===== config.mk =====
export PLATFORM = sky130hd
export DESIGN_NAME = bmp24_blit_colour_key_top
export DESIGN_NICKNAME = d
export VERILOG_FILES = /design/src/sv/bmpck_pkg.sv /design/src/sv/bmp24_blit_colour_key_top.sv
export SDC_FILE = /design/constraint.sdc
export NUM_CORES = 1
export LEC_CHECK = 0
export BUFFER_PORTS_ARGS = -buffer_cell sky130_fd_sc_hd__buf_2
export CELL_PAD_IN_SITES_DETAIL_PLACEMENT = 1
export CELL_PAD_IN_SITES_GLOBAL_PLACEMENT = 1
export CORE_MARGIN = 1.5
export CORE_UTILIZATION = 32
export DETAILED_ROUTE_END_ITERATION = 10
export GPL_ROUTABILITY_DRIVEN = 1
export PLACE_DENSITY = 0.55
export RECOVER_POWER = 100
export SLEW_MARGIN = 20
export SYNTH_ARGS = -nofsm -noshare
export SYNTH_HDL_FRONTEND = slang
export SYNTH_SLANG_ARGS = --single-unit

===== constraint.sdc =====
create_clock -name clk -period 13.32 [get_ports clk]
set_input_delay 1.332 -clock clk [delete_from_list [all_inputs] [get_ports clk]]
set_output_delay 1.332 -clock clk [all_outputs]
set_load 0.01 [all_outputs]

===== src/sv/bmpck_pkg.sv =====
// Shared types and constants for the 24-bit bitmap blitter with color key.
// No dependencies; imported by the top level and its port checker.
`timescale 1ns / 1ps

package bmpck_pkg;

  localparam int CFG_DATA_BITS  = 11;
  localparam int CFG_INDEX_BITS = 3;
  localparam int ORIGIN_BITS    = 10;
  localparam int DIM_BITS       = 11;
  localparam int COUNT_BITS     = 11;

  localparam logic [CFG_INDEX_BITS-1:0] REG_ORIGIN_X     = 3'd0;
  localparam logic [CFG_INDEX_BITS-1:0] REG_ORIGIN_Y     = 3'd1;
  localparam logic [CFG_INDEX_BITS-1:0] REG_IMAGE_WIDTH  = 3'd2;
  localparam logic [CFG_INDEX_BITS-1:0] REG_IMAGE_HEIGHT = 3'd3;
  localparam logic [CFG_INDEX_BITS-1:0] REG_KEY_ENABLE   = 3'd4;

  localparam logic [1:0] PHASE_BLUE  = 2'd0;
  localparam logic [1:0] PHASE_GREEN = 2'd1;
  localparam logic [1:0] PHASE_RED   = 2'd2;

  localparam logic [7:0] KEY_RED   = 8'hFF;
  localparam logic [7:0] KEY_GREEN = 8'h00;
  localparam logic [7:0] KEY_BLUE  = 8'h00;

  localparam int BYTES_PER_PIXEL = 3;

  typedef logic [7:0] color_t;

endpackage


===== src/sv/bmp24_blit_colour_key_top.sv =====
// Top level of the 24-bit bitmap blitter with color key.
// Depends on bmpck_pkg.
`timescale 1ns / 1ps

// Takes one bitmap byte per cycle (blue, green, red per pixel, row padding
// included) and issues one frame-buffer write request per complete pixel.
// A byte is accepted every cycle while the result register is empty or is
// being drained, so the stream runs at one byte a cycle; a pixel's request
// is registered as its red byte is accepted. The pitch multiply and address
// add sit in front of the result register. Rows are drawn bottom-up; the
// user must write configuration only while the block is idle; unenforced.
module bmp24_blit_colour_key_top import bmpck_pkg::*; #(
  parameter int LINE_PITCH = 2400,
  parameter int ADDR_BITS  = 23
) (
  input  logic                      clk,
  input  logic                      rst,
  input  logic                      config_write,
  input  logic [CFG_INDEX_BITS-1:0] config_index,
  input  logic [CFG_DATA_BITS-1:0]  config_data,
  input  logic                      source_valid,
  output logic                      source_ready,
  input  logic [7:0]                source_byte,
  output logic                      result_valid,
  input  logic                      result_ready,
  output logic [ADDR_BITS-1:0]      pixel_address,
  output logic [7:0]                red,
  output logic [7:0]                green,
  output logic [7:0]                blue,
  output logic                      write_enable,
  output logic                      last_pixel
);

  localparam logic [ADDR_BITS-1:0] PITCH = ADDR_BITS'(LINE_PITCH);

  logic [ORIGIN_BITS-1:0] origin_x;
  logic [ORIGIN_BITS-1:0] origin_y;
  logic [DIM_BITS-1:0]    image_width;
  logic [DIM_BITS-1:0]    image_height;
  logic                   key_enable;

  logic [1:0]            byte_phase;
  color_t                held_blue;
  color_t                held_green;
  logic [COUNT_BITS-1:0] column_count;
  logic [COUNT_BITS-1:0] row_count;
  logic [1:0]            pad_count;

  logic                  accept;
  logic                  pixel_done;
  logic                  row_end;
  logic                  img_end;
  logic                  keyed;
  logic [ADDR_BITS-1:0]  dest_row;
  logic [ADDR_BITS-1:0]  dest_col;
  logic [ADDR_BITS-1:0]  address_next;

  assign source_ready = !result_valid || result_ready;
  assign accept       = source_valid && source_ready;
  assign pixel_done   = accept && (pad_count == 2'd0) && (byte_phase == PHASE_RED);

  assign row_end = ({1'b0, column_count} + 12'd1) >= {1'b0, image_width};
  assign img_end = row_end && (({1'b0, row_count} + 12'd1) >= {1'b0, image_height});
  assign keyed   = key_enable && (source_byte == KEY_RED) && (held_green == KEY_GREEN)
                   && (held_blue == KEY_BLUE);

  assign dest_row = ADDR_BITS'(origin_y) + ADDR_BITS'(image_height) - ADDR_BITS'(1)
                    - ADDR_BITS'(row_count);
  assign dest_col = ADDR_BITS'(origin_x) + ADDR_BITS'(column_count);
  assign address_next = (dest_row * PITCH) + (dest_col * ADDR_BITS'(BYTES_PER_PIXEL));

  always_ff @(posedge clk) begin
    if (rst) begin
      origin_x     <= '0;
      origin_y     <= '0;
      image_width  <= DIM_BITS'(1);
      image_height <= DIM_BITS'(1);
      key_enable   <= 1'b0;
    end else if (config_write) begin
      unique case (config_index)
        REG_ORIGIN_X:     origin_x     <= config_data[ORIGIN_BITS-1:0];
        REG_ORIGIN_Y:     origin_y     <= config_data[ORIGIN_BITS-1:0];
        REG_IMAGE_WIDTH:  image_width  <= config_data[DIM_BITS-1:0];
        REG_IMAGE_HEIGHT: image_height <= config_data[DIM_BITS-1:0];
        REG_KEY_ENABLE:   key_enable   <= config_data[0];
        default: ;
      endcase
    end
  end

  always_ff @(posedge clk) begin
    if (rst) begin
      byte_phase   <= PHASE_BLUE;
      held_blue    <= '0;
      held_green   <= '0;
      column_count <= '0;
      row_count    <= '0;
      pad_count    <= '0;
    end else if (accept) begin
      if (pad_count != 2'd0) begin
        pad_count <= pad_count - 2'd1;
      end else if (byte_phase == PHASE_BLUE) begin
        held_blue  <= source_byte;
        byte_phase <= PHASE_GREEN;
      end else if (byte_phase == PHASE_GREEN) begin
        held_green <= source_byte;
        byte_phase <= PHASE_RED;
      end else begin
        byte_phase <= PHASE_BLUE;
        if (row_end) begin
          column_count <= '0;
          pad_count    <= image_width[1:0];
          row_count    <= img_end ? '0 : row_count + COUNT_BITS'(1);
        end else begin
          column_count <= column_count + COUNT_BITS'(1);
        end
      end
    end
  end

  always_ff @(posedge clk) begin
    if (rst) begin
      result_valid <= 1'b0;
    end else if (pixel_done) begin
      result_valid <= 1'b1;
    end else if (result_ready) begin
      result_valid <= 1'b0;
    end
  end

  always_ff @(posedge clk) begin
    if (pixel_done) begin
      pixel_address <= address_next;
      red           <= source_byte;
      green         <= held_green;
      blue          <= held_blue;
      write_enable  <= !keyed;
      last_pixel    <= img_end;
    end
  end

endmodule


=== Word-level counts from Yosys, hierarchy flattened ===
Cells that the tools add are included.
Widths: inputs -> output; s select.

* Add/sub/neg operators: 10
* $mul: 2
* Order comparisons: 2
* Eq/ne operators: 9
* Multiplexer cells: 10
* Bitwise operators: 3
* Reductions and logical operators: 29

{| class="wikitable"
|+ Operator list
! cell !! number
|-
| $add 10x11->12 || 2
|-
| $add 11x1->12 const B || 2
|-
| $ge 12x11->1 || 2
|-
| $add 23x14->23 || 1
|-
| $mul 23x7->18 const B || 1
|-
| $add 11x1->11 const B || 2
|-
| $mux 11 || 2
|-
| $logic_not 8->1 || 2
|-
| $mul 12x2->14 const B || 1
|-
| $sub 13x12->14 || 1
|-
| $sub 12x1->13 const B || 1
|-
| $mux 2 || 6
|-
| $reduce_and 2->1 || 6
|-
| $reduce_and 4->1 || 3
|-
| $eq 8x8->1 const B || 1
|-
| $logic_and 1x1->1 || 7
|-
| $eq 3x2->1 const B || 2
|-
| $reduce_bool 2->1 || 3
|-
| $reduce_and 5->1 || 1
|-
| $logic_not 2->1 || 2
|-
| $ne 2x2->1 const B || 2
|-
| $eq 3x1->1 const B || 1
|-
| $eq 3x3->1 const B || 1
|-
| $logic_not 3->1 || 1
|-
| 8 further kinds || 12
|}

* Register bits: 135
* Input bits: 27
* Output and inout port bits: 51
* Logic and storage cells: 83

=== Logic depth before layout (Yosys ltp) ===
Gate-level depths: netlist of run 1.

* Depth after elaboration: 6
* Depth in mapped cells: 35
* Depth with buffers taken out: 35

=== Worst setup path after synthesis of run 1 ===
OpenSTA, ideal clock, no wires.

* Path type: register -> register
* Start point: register origin_y[1]
* End point: register pixel_address[22], data pin
* Setup time: 258 ps
* Arrival: 6859 ps
* Data required time: 13062 ps
* Path slack: 6203 ps
* Stages on the path, launching flop included: 31
* Path buffers: 0
* Period minus slack after synthesis: 7117 ps
* Path through: dfxtp_1 > inv_1 > ha_1 > inv_1 > ha_1 > inv_1 > fa_1 > inv_1 > ha_1 > a21o_1 > a21oi_1 > o21bai_1 > a21oi_1 > o21ai_0 > a21o_1 > a21o_1 > xor2_1 > ha_1 > ha_1 > fa_1 > inv_1 > fa_1 > inv_1 > ha_1 > or3_1 > or3_1 > o221a_2 > xnor2_1 > nor4_4 > nand3_2 > xnor2_1

* Word-level cells in the longest chain between the ends: 5

{| class="wikitable"
|+ RTL lines
! element !! line !! source
|-
| start: declaration || bmp24_blit_colour_key_top.sv:37 || <nowiki>logic [ORIGIN_BITS-1:0] origin_y;</nowiki>
|-
| start signal: assignment || bmp24_blit_colour_key_top.sv:82 || <nowiki>REG_ORIGIN_Y: origin_y <= config_data[ORIGIN_BITS-1:0];</nowiki>
|-
| $add 10x11->12 || bmp24_blit_colour_key_top.sv:67 || <nowiki>assign dest_row = ADDR_BITS'(origin_y) + ADDR_BITS'(image_height) - ADDR_BITS'(1)</nowiki>
|-
| $sub 12x1->13 || bmp24_blit_colour_key_top.sv:67 ||
|-
| $sub 13x12->14 || bmp24_blit_colour_key_top.sv:68 || <nowiki>- ADDR_BITS'(row_count);</nowiki>
|-
| $mul 23x7->18 || bmp24_blit_colour_key_top.sv:70 || <nowiki>assign address_next = (dest_row * PITCH) + (dest_col * ADDR_BITS'(BYTES_PER_PIXEL));</nowiki>
|-
| $add 23x14->23 || bmp24_blit_colour_key_top.sv:70 ||
|-
| via address_next[22] || bmp24_blit_colour_key_top.sv:56 || <nowiki>logic [ADDR_BITS-1:0] address_next;</nowiki>
|-
| end signal: assignment || bmp24_blit_colour_key_top.sv:133 || <nowiki>pixel_address <= address_next;</nowiki>
|-
| end: declaration || bmp24_blit_colour_key_top.sv:26 || <nowiki>output logic [ADDR_BITS-1:0] pixel_address,</nowiki>
|}

The timed path passes the listed nets, and every way through them passes these cells.
A chain may end at the register's enable or synchronous reset.

=== Worst setup path after layout of run 1 ===
* Start point: register image_height[1]
* End point: register pixel_address[22], data pin

* Word-level cells in the longest chain between the ends: 5

{| class="wikitable"
|+ RTL lines
! element !! line !! source
|-
| start: declaration || bmp24_blit_colour_key_top.sv:39 || <nowiki>logic [DIM_BITS-1:0] image_height;</nowiki>
|-
| start signal: assignment || bmp24_blit_colour_key_top.sv:84 || <nowiki>REG_IMAGE_HEIGHT: image_height <= config_data[DIM_BITS-1:0];</nowiki>
|-
| $add 10x11->12 || bmp24_blit_colour_key_top.sv:67 ||
|-
| $sub 12x1->13 || bmp24_blit_colour_key_top.sv:67 ||
|-
| $sub 13x12->14 || bmp24_blit_colour_key_top.sv:68 ||
|-
| $mul 23x7->18 || bmp24_blit_colour_key_top.sv:70 ||
|-
| $add 23x14->23 || bmp24_blit_colour_key_top.sv:70 ||
|-
| via address_next[22] || bmp24_blit_colour_key_top.sv:56 ||
|}

The timed path passes the listed nets, and every way through them passes these cells.

==> summary.md, run 1 <==
| Metric | Value |
|---|---|
| Crit path DAT | `7.90 ns` |
| Failing checks | `capacitance limit, slew limit` |
| Critical Path Start Type | `flip-flop` |
| Area post-placement | `0.0106 mm^2` |
| CP endpoint kind | `flip-flop` |
| Most common cell after layout, fill and taps aside | `inv_1` |
| Detailed placer's ending HPWL | `18500 um` |
| FF-to-FF setup slack | `5.61 ns` |
| Fmax | `130 MHz` |
| # hold bufs at CTS | `0` |
| H-tree Lvls | `4` |
| Hold path cells | `2` |
| Reg2reg end | `pixel_address[22]` |
| Max Root-Sink Buffers | `2` |
| Clk Latency, worst-skew pair | `0.43 ns` |
| Layer with the highest usage | `met2` |
| DRC viols | `0` |
| WP buf/inv | `6` |
| Starting Density | `32.7%` |
| Final hold vios | `0` |
| Worst slack, placed | `5.68 ns` |
| Layout fillers | `3531` |
| CP Depth | `30` |
| Final wirelength | `23600 um` |
| Mapped Cells | `1076` |
| CP required | `13.51 ns` |
| Syn Area/Cell | `9.05 um^2` |
| Syn Nets | `1265` |
| GR Util met1 | `22.1%` |
| Via Count | `7307` |
| Port Buffers | `77` |
| PostCTS Resize Cnt | `0` |
| Die Footprint | `0.0315 mm^2` |
| Reg-to-reg critical path startpoint | `image_height[1]` |
| Setup bufs post-CTS | `0` |
| Max-cap violations | `2` |
| Synth Area in Simple Gates | `14.5%` |
| Post-Synth Adder-Cell Area | `23.4%` |
| Placer Congestion | `0.752` |
| Hold WS | `0.455 ns` |
| Post-Syn Area | `0.00974 mm^2` |
| Crit Path Max Fanout | `6` |
| Synth-to-layout area growth | `13.4%` |
| Area of the multi-input gates | `0.00589 mm^2` |
| Remaining Overflow, GRT | `0` |
| Antenna-violating nets left | `0` |
| Outcome | `finished with violations` |
| Initial antenna violation count | `0` |
| CTS Buf Count | `17` |
| Largest net degree at the start of global routing | `72` |
| CTS clock-pin slew for the worst setup and hold paths | `0.08 ns` |
| Register area share after synthesis | `32.8%` |
| WHS Endpoint | `image_width[8]` |
| DR pass1 iterations | `4` |
| Largest family of logic cells by synthesized area | `adder cells` |
| Initial DRC Count | `234` |
| Min cycle time layout | `7.71 ns` |
| Synth async-reset ratio | `0%` |
| Sequential cell area | `0.00319 mm^2` |
| Setup violations, final | `0` |
| Slew margin rel. | `-142%` |
| Setup CP Type | `reg2reg` |
| Routed len/inst | `15.2 um` |
| RSZ-0062 raised after global routing | `false` |
| CTS Root Buffer Type | `clkbuf_16` |
| Die height | `177 um` |
| Compound-gate portion of the synthesized area | `13.7%` |
| Post-Synth XOR/XNOR Area | `7.09%` |
| Reg2Reg Depth | `30` |
| Tot GR Track Use | `15.7%` |
| Ys Warns | `0` |
| Synth area leader | `dfxtp_1` |
| # diodes | `0` |
| Vias per cell | `4.69` |
| Crit-path slowest cell | `fa_1` |
| Commonest non-fill, non-tap cells in the layout | `inv_1 (152), nand2_1 (128), ha_1 (128)` |
| Met3 usage | `2.38%` |
| Critical path's top delay family | `adder cells` |
| Clock Skew | `0.0138 ns` |
| Synth top area share | `17.7%` |
| Hold WC Path Type | `reg2reg` |
| Hold path start | `image_width[8]` |
| Post-synthesis mux area share | `1.75%` |
| Slowest stage delay, CP | `0.55 ns` |
| Setup tns final | `0 ns` |
| Final WS setup | `5.61 ns` |
| Row Count | `63` |
| Max-slew violations | `122` |
| Ports | `78` |
| First-pass GRT wire length | `38800 um` |
| Die extent in x | `177 um` |
| Worst Max-Slew Pin Slew | `3.64 ns` |
| Layout cell share with drive strength beyond 1 | `6.43%` |
| Crit share post-route | `57.9%` |
| Post-route cell area | `0.0110 mm^2` |
| Ys flop type | `dfxtp_1` |
| Distinct cells, synth | `68` |
| Vias in the first global route | `7596` |
| Post-synthesis register bit count | `135` |
| CORE AREA | `0.0298 mm^2` |
| Synth top area cells | `dfxtp_1 (18%), ha_1 (16%), edfxtp_1 (15%)` |
| GR Util met2 | `25.1%` |
| EDFF count, synth | `49` |
| Nets | `1343` |
| CTS tree | `built` |
| Clk sinks | `135` |
==> worst reg2reg max path: cells and delay by family, from the launching register on <==
family                     cells  cell delay [ns]
DFF                            1             0.33
xor gates and xnor gates       3             0.66
AOI/OAI and AO/OA              8             1.55
adders and majority gates      9             3.21
buffers and inverters          6             0.32
and+or+nand+nor                4             1.40
==> how the worst max path moves through the flow <==
stage | start | endpoint
global placement | origin_y[1] | pixel_address[22]
finish | image_height[1] | pixel_address[22]
detailed placement | image_height[1] | pixel_address[22]
CTS | image_height[1] | pixel_address[22]
floorplan | origin_y[1] | pixel_address[22]
global route | image_height[1] | pixel_address[22]
==> layer usage <==
metal / routed length (um) / up-vias
met5: 0 / -
met4: 171 / 0
met3: 525 / 12
met2: 10500 / 84
met1: 12400 / 3403
li1: - / 3808
==> state kept, by name, indices dropped and copies added (netlist names), 2 cells and up <==
signal	flops
pixel_address	23
column_count	11
image_height	11
image_width	11
row_count	11
origin_x	10
origin_y	10
blue	8
green	8
held_blue	8
held_green	8
red	8
byte_phase	2
pad_count	2
==> cells in the mapped netlist, drive strengths merged (17+ instances only) <==
cell    count
dfxtp      86
mux2i      17
clkbuf     18
xor2       28
fa         34
edfxtp     49
nand3      28
a21o       18
nor2       69
inv       152
o21ai      38
xnor2      50
ha        128
a21oi      86
nand2     128
==> cells by family after synthesis <==
group | count (synthesis)
compound gates | 209
xor+xnor | 78
fa+ha+maj | 162
buf+inv | 173
flops | 135
mux | 17
simple gates | 302
==> per-stage QoR <==
step / std cells / util [%]
global placement: 1525 / 35.5
CTS: 1557 / 37.4
detailed placement: 1525 / 35.5
global route: 1557 / 37.1
floorplan: 1076 / -
finish: 1557 / 37.1
==> layout make-up <==
class	instances	area share, %
Clock buffer	17	3.85
Multi-Input combinational cell	768	53.4
Timing Repair Buffer	80	2.92
Clock inverter	15	1.37
Tap cell	390	4.42
Sequential cell	135	28.9
Inverter	152	5.17
Power of run 1 is left out: the tool's default activity adds up to more than one toggle a clock period on the data nets, which glitch-free logic cannot reach.
==> run 2, diff against run 1 <==
--- a/config.mk
+++ b/config.mk
@@ -5,6 +5,7 @@
 export SDC_FILE = /design/constraint.sdc
 export NUM_CORES = 1
 export LEC_CHECK = 0
+export ABC_AREA = 1
 export BUFFER_PORTS_ARGS = -buffer_cell sky130_fd_sc_hd__buf_2
 export CELL_PAD_IN_SITES_DETAIL_PLACEMENT = 1
 export CELL_PAD_IN_SITES_GLOBAL_PLACEMENT = 1
@@ -12,7 +13,7 @@
 export CORE_UTILIZATION = 32
 export DETAILED_ROUTE_END_ITERATION = 10
 export GPL_ROUTABILITY_DRIVEN = 1
-export PLACE_DENSITY = 0.55
+export PLACE_DENSITY = 0.58
 export RECOVER_POWER = 100
 export SLEW_MARGIN = 20
 export SYNTH_ARGS = -nofsm -noshare
==> constraint.sdc (replaced) <==
create_clock -name clk -period 6.86 [get_ports clk]
set_input_delay 0.686 -clock clk [delete_from_list [all_inputs] [get_ports clk]]
set_output_delay 0.686 -clock clk [all_outputs]
set_load 0.01 [all_outputs]
==> run 2 against run 1 <==
The flow still finishes with violations (capacitance limit, slew limit). Global-route usage is 2.0 points higher. Flip-flop and latch count stayed put. Critical path type unchanged. Die area is 3.6% higher. Setup slack worse by 5.2 ns. Clock skew is 0.0011 ns lower. Largest cell class unchanged. Non-clock buffer count is 57 higher. Fmax is 19% higher.
==> summary.md, run 2 <==
| Metric | Value |
|---|---|
| CORE AREA | `0.0308 mm^2 (was 0.0298 mm^2)` |
| CTS Root Buffer Type | `clkbuf_16 (unchanged)` |
| Tot GR Track Use | `17.7% (was 15.7%)` |
| Most used cell, CP | `inv_1` |
| DR pass1 iterations | `4 (unchanged)` |
| FF-to-FF setup slack | `0.39 ns (was 5.61 ns)` |
| Min cycle time layout | `6.47 ns (was 7.71 ns)` |
| Synth top cells by count | `nand2_1 (239), inv_1 (238), ha_1 (128) (was inv_1 (152), ha_1 (128), nand2_1 (128))` |
| Initial DRC Count | `300 (was 234)` |
| Die extent in x | `181 um (was 177 um)` |
| Final wirelength | `27900 um (was 23600 um)` |
| Clock Skew | `0.0127 ns (was 0.0138 ns)` |
| Vias per cell | `4.69 (about the same)` |
| Most flops, register | `pixel_address (unchanged)` |
| Post-Syn Area | `0.0101 mm^2 (was 0.00974 mm^2)` |
| Via Count | `8563 (was 7307)` |
| Largest net degree at the start of global routing | `45 (was 72)` |
| Mapped Cells | `1281 (was 1076)` |
| CP Capture Point | `pixel_address[18] (was pixel_address[22])` |
| Slew margin rel. | `-57.4% (was -142%)` |
| Synth top area share | `17.1% (was 17.7%)` |
| Placer Congestion | `0.815 (was 0.752)` |
| Post-synthesis register bit count | `135 (unchanged)` |
| CTS tree | `built (unchanged)` |
| Dpl cells | `1781 (was 1525)` |
| Count leader, synth | `nand2_1 (was inv_1)` |
| Antenna-violating nets left | `0 (unchanged)` |
| Outcome | `finished with violations (unchanged)` |
| CTS Buf Count | `17 (unchanged)` |
| Layout cell share with drive strength beyond 1 | `14.5% (was 6.43%)` |
| Crit path from | `origin_y[1] (was image_height[1])` |
| # hold bufs at CTS | `0 (unchanged)` |
| Worst Max-Slew Pin Slew | `2.36 ns (was 3.64 ns)` |
| Syn Nets | `1470 (was 1265)` |
| Commonest non-fill, non-tap cells in the layout | `inv_1 (238), nand2_1 (224), ha_1 (109) (was inv_1 (152), nand2_1 (128), ha_1 (128))` |
| Final hold vios | `0 (unchanged)` |
| Synth area leader | `dfxtp_1 (unchanged)` |
| Vias in the first global route | `8993 (was 7596)` |
| Reg-to-reg critical path startpoint | `origin_y[1] (was image_height[1])` |
| Detailed placer's ending HPWL | `22600 um (was 18500 um)` |
| Fmax | `155 MHz (was 130 MHz)` |
| CTS clock-pin slew for the worst setup and hold paths | `0.06 ns (was 0.08 ns)` |
| Register area share after synthesis | `31.6% (was 32.8%)` |
| Starting Density | `32.8% (was 32.7%)` |
| Crit path DAT | `6.66 ns (was 7.90 ns)` |
| Clk Latency, worst-skew pair | `0.43 ns (about the same)` |
| Synth async-reset ratio | `0% (unchanged)` |
| Crit Path Max Fanout | `4 (was 6)` |
| Port Buffers | `77 (unchanged)` |
| H-tree Lvls | `4 (unchanged)` |
| Setup CP Type | `reg2reg (unchanged)` |
| # diodes | `0 (unchanged)` |
| Nets | `1606 (was 1343)` |
| Max Root-Sink Buffers | `2 (unchanged)` |
| Routed len/inst | `15.3 um (was 15.2 um)` |
| Row Count | `64 (was 63)` |
| DRC viols | `0 (unchanged)` |
| First-pass GRT wire length | `46000 um (was 38800 um)` |
| Remaining Overflow, GRT | `0 (unchanged)` |
| EDFF count, synth | `49 (unchanged)` |
| Layout fillers | `3765 (was 3531)` |
| Setup violations, final | `0 (unchanged)` |
| Final std cells w/o fill | `1826 (was 1557)` |
| Ys Warns | `0 (unchanged)` |
| Max-cap violations | `2 (unchanged)` |
| Synth-to-layout area growth | `22.2% (was 13.4%)` |
| Critical Path Start Type | `flip-flop (unchanged)` |
| Syn Area/Cell | `7.88 um^2 (was 9.05 um^2)` |
| Max FFs per register | `23 (unchanged)` |
| CP required | `7.05 ns (was 13.51 ns)` |
| Max-slew violations | `90 (was 122)` |
| Reg2reg end | `pixel_address[18] (was pixel_address[22])` |
| Failing checks | `capacitance limit, slew limit (unchanged)` |
| Slowest stage delay, CP | `0.52 ns (was 0.55 ns)` |
| Ports | `78 (unchanged)` |
| Clk sinks | `135 (unchanged)` |
| Ys flop type | `dfxtp_1 (unchanged)` |
| Distinct cells, synth | `40 (was 68)` |
| Crit share post-route | `94.3% (was 57.9%)` |
| CP endpoint kind | `flip-flop (unchanged)` |
| Die height | `181 um (was 177 um)` |
| Most common cell after layout, fill and taps aside | `inv_1 (unchanged)` |
| Reg2Reg Depth | `34 (was 30)` |
| Hold WC Path Type | `reg2reg (unchanged)` |
| Initial antenna violation count | `0 (unchanged)` |
| Crit-path slowest cell | `fa_1 (unchanged)` |
| Die Footprint | `0.0326 mm^2 (was 0.0315 mm^2)` |
| Synth top area cells | `dfxtp_1 (17%), ha_1 (16%), edfxtp_1 (15%) (was dfxtp_1 (18%), ha_1 (16%), edfxtp_1 (15%))` |
run 2: cell count changes after synthesis, sizes merged, moves of 10 or more:
cell / before / now
o21ai: 38 / 74
nand2b: 16 / 0
xnor2: 50 / 20
nor2: 69 / 113
xor2: 28 / 49
mux2i: 17 / 0
o21a: 11 / 1
a21o: 18 / 4
a21oi: 86 / 98
inv: 152 / 242
nand3: 28 / 64
nand4: 3 / 23
nand2: 128 / 244
run 2: per-stage QoR:
step	setup WS [ns]	TNS [ns]	util, %	area, um^2	hold slack, ns
floorplan	0.424	0	-	10100	0.408
global placement	0.0142	0	36.5	11200	0.430
detailed placement	-0.0877	-0.318	36.5	11200	0.437
CTS	0.0191	0	38.7	11900	0.418
global route	-0.0440	-0.100	40.0	12300	0.463
finish	0.388	0	40.0	12300	0.452
run 2: cells by family (layout without fill, tap and decap cells):
family          Yosys count  count (layout)  share of synthesized area [%]
compound gates          188             188                           9.74
xor+xnor                 69              69                           5.99
simple gates            464             464                           20.1
buf+inv                 263             412                           9.93
fa+ha+maj               162             162                           22.6
flops                   135             135                           31.6
run 2: timing repair:
action | 4_1_cts | 5_1_grt
setup buffers | 3 | 10
setup endpoints to repair | 4 | 10
gates resized for setup | 7 | 102
pin swaps | 3 | 27
run 2: worst min-delay path by stage:
stage,from,to,slack [ns],depth (start not counted)
floorplan,held_green[0],green[0],0.41,0
global placement,held_green[0],green[0],0.43,0
detailed placement,held_green[0],green[0],0.44,0
CTS,source_byte[4],red[4],0.42,1
global route,source_byte[4],red[4],0.46,1
finish,held_green[0],green[0],0.45,0
run 2: area by class of cell:
type | instances | area, um^2 | area share, %
Timing Repair Buffer | 137 | 749 | 6.07
Sequential cell | 135 | 3190 | 25.9
Tap cell | 396 | 495 | 4.01
Multi-Input combinational cell | 883 | 6370 | 51.6
Clock inverter | 11 | 171 | 1.39
Clock buffer | 21 | 450 | 3.65
Inverter | 243 | 912 | 7.39
run 2: per-layer routing:
| metal | part of all wire, % | track usage (%) | wire length, um | up-vias |
|---|---|---|---|---|
| met4 | 0.80 | 4.17 | 223 | 0 |
| li1 | - | - | - | 4403 |
| met3 | 1.8 | 2.69 | 506 | 14 |
| met1 | 50 | 23.8 | 13900 | 4082 |
| met5 | 0 | 0 | 0 | - |
| met2 | 47 | 29.6 | 13200 | 64 |
run 2: critical path: cells and delay by family (launching register included):
kind                       cells  cell delay (ns)
DFF                            1             0.30
adders and majority gates     10             3.22
and+or+nand+nor                6             0.57
buffers and inverters          8             0.61
xor gates and xnor gates       4             0.68
AOI/OAI and AO/OA              6             0.85
Power of run 2 is left out for the same reason.
